File: src/sv/session_key_cache_table_unit_macros.svh
// assertion macros for the session key cache table rtl
// used by session_key_cache_table_unit.sv, which checks its own logic; no other dependencies
`ifndef SESSION_KEY_CACHE_TABLE_UNIT_MACROS_SVH
`define SESSION_KEY_CACHE_TABLE_UNIT_MACROS_SVH

// same-cycle implication, disabled while reset is asserted
`define SKCT_ASSERT_IMP(lbl, ck, rst_n, ante, cons) \
	lbl: assert property (@(posedge ck) disable iff (!rst_n) (ante) |-> (cons)) \
		else $error("skct check failed");

// next-cycle implication, disabled while reset is asserted
`define SKCT_ASSERT_NXT(lbl, ck, rst_n, ante, cons) \
	lbl: assert property (@(posedge ck) disable iff (!rst_n) (ante) |=> (cons)) \
		else $error("skct check failed");

`endif

File: src/sv/skct_pkg.sv
// shared types and constants for the session key cache table
// no dependencies
`default_nettype none

package skct_pkg;

	localparam int DEF_TABLE_SLOTS = 128;
	localparam int DEF_ID_BYTES    = 8;

	localparam int ID_W     = 64;
	localparam int REF_W    = 32;
	localparam int LEN_W    = 8;
	localparam int SLOT_W   = 7;
	localparam int COUNT_W  = 8;
	localparam int STATUS_W = 2;
	localparam int CFG_W    = 7;
	localparam int CFG_IDX_W = 1;

	localparam logic REQ_INSERT = 1'b0;
	localparam logic REQ_LOOKUP = 1'b1;

	localparam logic [STATUS_W-1:0] STAT_OK        = 2'd0;
	localparam logic [STATUS_W-1:0] STAT_NOT_FOUND = 2'd1;
	localparam logic [STATUS_W-1:0] STAT_FULL      = 2'd2;
	localparam logic [STATUS_W-1:0] STAT_ZERO_LEN  = 2'd3;

	localparam logic [CFG_IDX_W-1:0] CFG_FULL_POLICY = 1'd0;
	localparam logic [CFG_IDX_W-1:0] CFG_VICTIM_SLOT = 1'd1;

	localparam logic              FULL_POLICY_RST = 1'b1;
	localparam logic [SLOT_W-1:0] VICTIM_SLOT_RST = 7'd90;

	// search token handed from cell to cell
	typedef struct packed {
		logic             active;
		logic             done;
		logic [REF_W-1:0] psk_ref;
		logic [LEN_W-1:0] psk_len;
	} carry_t;

	typedef enum logic [1:0] {
		ST_IDLE,
		ST_SCAN,
		ST_DONE
	} state_t;

endpackage

`default_nettype wire

File: src/sv/skct_cell.sv
// one table slot: holds valid, key, reference and length, and passes the
// search token on to the next slot; depends on skct_pkg
`default_nettype none

module skct_cell #(
	parameter int IW = 7,
	parameter int KW = 64,
	parameter logic [IW-1:0] CELL_IDX = '0
) (
	input  wire logic                      clk,
	input  wire logic                      arst_n,
	input  wire logic                      is_lookup,
	input  wire logic [KW-1:0]             key,
	input  wire logic [skct_pkg::REF_W-1:0] wr_ref,
	input  wire logic [skct_pkg::LEN_W-1:0] wr_len,
	input  wire logic                      vict_we,
	input  wire logic [IW-1:0]             vict_idx,
	input  wire skct_pkg::carry_t          carry_in,
	input  wire logic [IW-1:0]             slot_in,
	output skct_pkg::carry_t               carry_out,
	output logic [IW-1:0]                  slot_out,
	output logic                           valid,
	output logic                           hit
);
	import skct_pkg::*;

	logic             valid_q;
	logic [KW-1:0]    key_q;
	logic [REF_W-1:0] ref_q;
	logic [LEN_W-1:0] len_q;
	carry_t           carry_q;
	logic [IW-1:0]    slot_q;
	logic             match;
	logic             wr_here;

	always_comb begin
		match = carry_in.active && !carry_in.done &&
			(is_lookup ? (valid_q && (key_q == key)) : !valid_q);
		wr_here = (match && !is_lookup) || (vict_we && (vict_idx == CELL_IDX));
	end

	always_ff @(posedge clk or negedge arst_n) begin
		if (!arst_n) begin
			valid_q <= 1'b0;
		end else if (wr_here) begin
			valid_q <= 1'b1;
		end
	end

	always_ff @(posedge clk) begin
		if (wr_here) begin
			key_q <= key;
			ref_q <= wr_ref;
			len_q <= wr_len;
		end
	end

	// the first matching slot marks the token done and loads its data into it
	always_ff @(posedge clk or negedge arst_n) begin
		if (!arst_n) begin
			carry_q <= '0;
			slot_q  <= '0;
		end else begin
			carry_q.active  <= carry_in.active;
			carry_q.done    <= carry_in.done | match;
			carry_q.psk_ref <= match ? ref_q : carry_in.psk_ref;
			carry_q.psk_len <= match ? len_q : carry_in.psk_len;
			slot_q          <= match ? CELL_IDX : slot_in;
		end
	end

	assign carry_out = carry_q;
	assign slot_out  = slot_q;
	assign valid     = valid_q;
	assign hit       = match;

endmodule

`default_nettype wire

File: config.mk
export PLATFORM = sky130hd
export DESIGN_NAME = skct_cell
export DESIGN_NICKNAME = d
export VERILOG_FILES = /design/src/sv/session_key_cache_table_unit_macros.svh /design/src/sv/skct_pkg.sv /design/src/sv/skct_cell.sv
export SDC_FILE = /design/constraint.sdc
export NUM_CORES = 1
export LEC_CHECK = 0
export ABC_CLOCK_PERIOD_IN_PS = 6500
export CAP_MARGIN = 20
export CORE_ASPECT_RATIO = 1.2
export CORE_MARGIN = 1
export CORE_UTILIZATION = 30
export DETAILED_ROUTE_END_ITERATION = 16
export DONT_BUFFER_PORTS = 1
export PLACE_DENSITY = 0.48
export SLEW_MARGIN = 5
export SYNTH_ARGS = -nofsm -noshare
export SYNTH_HDL_FRONTEND = slang
export SYNTH_SLANG_ARGS = --single-unit
File: constraint.sdc
create_clock -name clk -period 6.5 [get_ports clk]
set_input_delay 1.3 -clock clk [delete_from_list [all_inputs] [get_ports clk]]
set_output_delay 1.3 -clock clk [all_outputs]
set_load 0.02 [all_outputs]
==> flow_summary.ini, run 1 <==
[clocking]
clock_latency_ns = 0.41
cts_tree = done
cts.sinks = 154
numCtsBuffers = 17
post_cts_buffers = 0
cts_root_buf = clkbuf_16
cts_hold_buf = 0
ctsResizeCount = 0
cts.path.max_buffers = 2
h-tree-depth = 4
cts.clk_slew.worst_paths_ns = 0.06

[hold_path]
hold_path_class = reg -> reg

[place]
place_hpwl_um = 7640
io_buffers = 0
gp_congestion = 0.6813
place_area_um2 = 6030

[synthesis]
yosys_register_bits = 154
synthDistinctLibCells = 23
syn_avg_cell_area_um2 = 18.98
synthTopCellsByArea = edfxtp_1 (55%), dfrtp_1 (22%), xor2_1 (9.2%), mux2_2 (5.9%), mux2_4 (2.6%)
yosysTopAreaCell = edfxtp_1
synth_compound_area_share_pct = 0.2847
ys_top_cells_by_count = edfxtp_1 (104), xor2_1 (60), dfrtp_1 (50)
synth.top_cell.area_share_pct = 54.66
yosys_warnings = 0
synth_edf_count = 104
synth_top_family_by_area = XOR/XNOR gates
synthCells = 301
yosysSeqAreaShare_pct = 76.57
yosysMostFrequentCell = edfxtp_1
ys.flop_type = edfxtp_1
synth_xor_area_share_pct = 9.812
synthMuxAreaShare_pct = 8.541
synth_area_um2 = 5713
synth_nets = 465
yosys.area_share.simple_pct = 4.095
async_flop_share_pct = 32.47
synth_fa_ha_area_share_pct = 0

[global_route]
grt_pass1_wl_um = 16210
antenna_found_initial = 2
grt_overflow = 0
grt_util_all_layers_pct = 11.56
grt_pass1_vias = 2845
grt_max_degree = 76

[critical_path]
cp-end-kind = output port
crit_fanout = 49
cp.required_ns = 5.20
critPathLaunchType = input port
worstPathArrival_ns = 3.07
crit_type = in -> out

[final_layout]
utilization_pct = 36.01
fin_area_um2 = 6641
multi_input_comb_area_um2 = 1314
fin_nets = 482
drive_above_1_share_pct = 23.26
synthToLayoutAreaGrowth_pct = 16.25
seqCellArea_um2 = 4374
fillers = 1742

[pwr]
ir_worst_vdd_mv = 0.1595
power_per_cell_area_nw_per_um2 = 332.7
p_leak_nw = 2.379

[timing]
hold_viol = 0
post-route-period-util_pct = 67.20
fmax_ghz = 0.2289
slew_violations = 0
rsz0062_at_grt = no
finalSetupTns_ns = 0
finClkSkew_ns = 0.006701
relSlewSlack_pct = 34.81
layout_min_cycle_time_ns = 4.368
setup_viol = 0
tightest_slew_ns = 0.9779

[outcome]
outcome = finished clean

[route]
wl_per_cell_um = 18.64
ant_nets = 0
route.met2.wl_um = 5338
drcViolationCount = 0
wl_met1_um = 4076
via_per_inst = 4.394
firstDrtPassIters = 4
top_layer = met5
num_vias = 2566
wl_met3_um = 1302
drt-total-wl_um = 10880
drt_iter0_drc = 95

[die]
die_area_um2 = 19600
io_pins = 215
die_y_um = 153.2
start_util_pct = 30.97
rows = 54
die_w_um = 128.0
core-area_um2 = 18450

[flow_run]
drv_cap = 0
==> kinds of logic after synthesis <==
logic type,after synthesis
flops,154
compound gates,2
simple gates,35
xor+xnor,64
buf+inv,6
mux,40
==> metrics by stage <==
stage	hold WS [ns]	std cells	power, mW	worst slack, ns
after floorplan	0.4553	301	1.213	2.159
after global placement	0.4569	551	1.228	2.019
final	0.4738	584	2.209	2.132
after detailed placement	0.4650	551	1.230	2.005
after global routing	0.4834	584	2.306	1.984
after CTS	0.4790	583	2.254	2.009
==> worst max-delay path, stage by stage <==
cell and delay (ns):
xor2_1 0.14, nor4_1 0.40, nand4_1 0.23, nor3_2 0.31, a21oi_4 0.07, buf_4 0.34
inv_1 0.25
==> cells in the final DEF (no fill, tap or decap) <==
cell       instances
a21o_4             1
a21oi_4            1
and2_1             7
buf_4              3
bufinv_16          2
clkbuf_1           3
clkbuf_16         18
clkbuf_8           3
clkinv_2           1
clkinv_4           3
dfrtp_1           50
diode_2            1
edfxtp_1         104
inv_1              1
inv_4              1
inv_6              1
mux2_2            30
mux2_4            10
nand2b_1           1
nand3_1            1
nand4_1            4
nand4b_1           1
nor3_1             1
nor3_2             1
nor4_1            15
nor4_2             1
nor4b_1            2
or2_2              1
xnor2_1            4
xor2_1            60
==> state kept, by name, indices dropped and copies added (netlist names) <==
| name | count |
|---|---|
| carry_out | 42 |
| ref_q | 32 |
| key_q | 64 |
| len_q | 8 |
| valid | 1 |
| slot_out | 7 |
==> path summary, 6_finish.rpt <==
check                              startpoint                      end  slack [ns]  depth (start not counted)
setup / recovery                      key[56]                      hit        2.13                          7
hold / removal             ref_q[7]$_DFFE_PP_  carry_out[15]$_DFF_PN0_        0.47                          1
setup reg to reg            valid$_DFFE_PN0P_      ref_q[15]$_DFFE_PP_        3.74                          4
hold reg to reg            ref_q[7]$_DFFE_PP_  carry_out[15]$_DFF_PN0_        0.47                          1
max in group asynchronous              arst_n   carry_out[0]$_DFF_PN0_        5.82                          0
min in group asynchronous              arst_n  carry_out[10]$_DFF_PN0_        0.58                          0
==> area by class of cell <==
type                    instances  area share [%]
flip-flops and latches        154           65.86
inverters                       1         0.05652
clock buffers                  24           7.573
clock inverters                 8           1.601
repair buffers                  3          0.3391
well taps                     252           4.748
multi-input cells             141           19.78
diodes                          1         0.03768
==> where the power goes <==
group          total (mW)  switching (mW)  internal [mW]
clock network        1.00           0.380          0.623
registers            1.14          0.0449           1.09
logic              0.0686          0.0318         0.0368
total                2.21           0.456           1.75
==> layer usage <==
metal / global-route usage [%] / up-vias
li1: - / 1144
met1: 12.43 / 1260
met2: 18.32 / 149
met3: 6.580 / 11
met4: 5.266 / 2
met5: 0 / -
(Power assumes the default switching activity.)
==> inputs of run 2 (changes only) <==
--- a/config.mk
+++ b/config.mk
@@ -5,7 +5,7 @@
 export SDC_FILE = /design/constraint.sdc
 export NUM_CORES = 1
 export LEC_CHECK = 0
-export ABC_CLOCK_PERIOD_IN_PS = 6500
+export ABC_CLOCK_PERIOD_IN_PS = 4100
 export CAP_MARGIN = 20
 export CORE_ASPECT_RATIO = 1.2
 export CORE_MARGIN = 1
==> constraint.sdc (replaced) <==
create_clock -name clk -period 4.1 [get_ports clk]
set_input_delay 0.82 -clock clk [delete_from_list [all_inputs] [get_ports clk]]
set_output_delay 0.82 -clock clk [all_outputs]
set_load 0.02 [all_outputs]
==> run 2 against run 1 <==
Against the previous run:
- clock power is 35% higher
- total power is 48% higher
- count of clock-buffer cells in the layout grew 2
- utilization fell by 0.44 points
- register-to-register slack got worse by 2.0 ns
- combinational power up 62%
- first-iteration DRC count increased by 2.1%
- non-clock buffer count is 1 higher
- critical path type unchanged
- critical endpoint unchanged
- largest cell class unchanged
==> flow_summary.ini, run 2 (synthesized netlist as in run 1, its figures left out) <==
[outcome]
outcome = finished clean

[route]
via_per_inst = 4.408
wl_per_cell_um = 18.85
drcViolationCount = 0
drt_iter0_drc = 97
num_vias = 2574
firstDrtPassIters = 4
drt-total-wl_um = 11010
ant_nets = 0

[die]
core-area_um2 = 18450
die_area_um2 = 19600
io_pins = 215
die_w_um = 128.0
die_y_um = 153.2
rows = 54
start_util_pct = 30.97

[pwr]
ir_worst_vdd_mv = 0.2495
p_leak_nw = 2.335
power_per_cell_area_nw_per_um2 = 497.7

[clocking]
post_cts_buffers = 0
ctsResizeCount = 0
numCtsBuffers = 17
h-tree-depth = 4
clock_latency_ns = 0.41
cts.clk_slew.worst_paths_ns = 0.06
cts.path.max_buffers = 2
cts_hold_buf = 0
cts.sinks = 154
cts_root_buf = clkbuf_16
cts_tree = done

[final_layout]
top_register = key_q
synthToLayoutAreaGrowth_pct = 14.83
final_common_cell = edfxtp_1
drive_above_1_share_pct = 21.75
largest_register_ffs = 64
fillers = 1759
utilization_pct = 35.57
layout_common_cells = edfxtp_1 (104), xor2_1 (60), dfrtp_1 (50)
fin_nets = 483

[place]
io_buffers = 0
place_hpwl_um = 7840
gp_congestion = 0.6901

[critical_path]
path_delay_family = simple AND/OR/NAND/NOR gates
crit_fanout = 2
crit_chain = xor2_1 -> nor4_1 -> nand4_1 -> nor3_2 -> a21oi_4 -> inv_1
slowest_stage = nor4_1
worstPathArrival_ns = 2.13
crit_buf_inv = 1
worst_path_largest_cell_delay_ns = 0.38
crit_type = in -> out
cp-end-kind = output port
cp.required_ns = 3.28
critPathLaunchType = input port

[global_route]
grt_max_degree = 51
grt_overflow = 0
grt_pass1_vias = 2781
antenna_found_initial = 2
grt_pass1_wl_um = 16140
grt_util_all_layers_pct = 11.51

[timing]
rsz0062_at_grt = no
finClkSkew_ns = 0.01019
hold_viol = 0
layout_min_cycle_time_ns = 2.947
fmax_ghz = 0.3394
slew_violations = 0
setup_viol = 0
tightest_slew_ns = 0.6610
post-route-period-util_pct = 71.87
finalSetupTns_ns = 0
relSlewSlack_pct = 55.93

[flow_run]
drv_cap = 0

[hold_path]
hold_path_class = in -> async
==> run 2: changes by cell type in the layout (fill, tap and decap cells not counted) <==
cell,change
buf_12,+2
buf_4,-1
bufinv_16,-2
clkbuf_1,+5
clkbuf_16,-1
clkbuf_8,-2
clkinv_2,+3
clkinv_4,-3
inv_6,-1
==> run 2: worst paths after layout <==
kind	cells after the start	slack (ns)	from	endpoint
min in group clk	0	0.44	carry_in[41]	carry_out[41]$_DFF_PN0_
worst max register to register	7	1.72	key_q[56]$_DFFE_PP_	carry_out[10]$_DFF_PN0_
max in group asynchronous	0	3.89	arst_n	carry_out[5]$_DFF_PN0_
worst min-delay path	0	0.11	arst_n	slot_out[0]$_DFF_PN0_
worst min register to register	1	0.47	ref_q[7]$_DFFE_PP_	carry_out[15]$_DFF_PN0_
worst max-delay path	6	1.15	key[56]	hit
==> run 2: metal layers <==
metal  track usage, %  up-vias  part of all wire (%)
met5                0        -                 0.091
met4            5.042        2                   1.9
met3            7.035       16                    12
met2            18.58      152                    48
met1            11.84     1262                    38
li1                 -     1142                     -
==> run 2: power breakdown <==
group / leakage (nW) / switching [mW] / internal [mW]
Clock: 0.246 / 0.564 / 0.783
Combinational: 0.567 / 0.0504 / 0.0610
Sequential: 1.52 / 0.0717 / 1.73
==> run 2: through the flow <==
stage | instance area [µm²] | power, mW | worst slack (ns) | hold WS, ns | std cells
after floorplan | 5713 | 1.923 | 0.2386 | 0.4553 | 301
after global placement | 6062 | 1.950 | 1.043 | 0.4578 | 552
after detailed placement | 6062 | 1.954 | 1.043 | 0.4627 | 552
after CTS | 6558 | 3.319 | 1.032 | 0.07934 | 583
after global routing | 6560 | 3.410 | 0.9665 | 0.06525 | 584
final | 6560 | 3.265 | 1.153 | 0.1090 | 584
==> run 2: final cells by class <==
type / count / area (µm²) / share of cell area, %
Antenna cell: 1 / 2.502 / 0.03815
Sequential cell: 154 / 4374 / 66.68
Clock buffer: 26 / 469.2 / 7.152
Tap cell: 252 / 315.3 / 4.806
Inverter: 1 / 3.754 / 0.05722
Multi-Input combinational cell: 141 / 1314 / 20.03
Clock inverter: 5 / 26.28 / 0.4005
Timing Repair Buffer: 4 / 55.05 / 0.8392
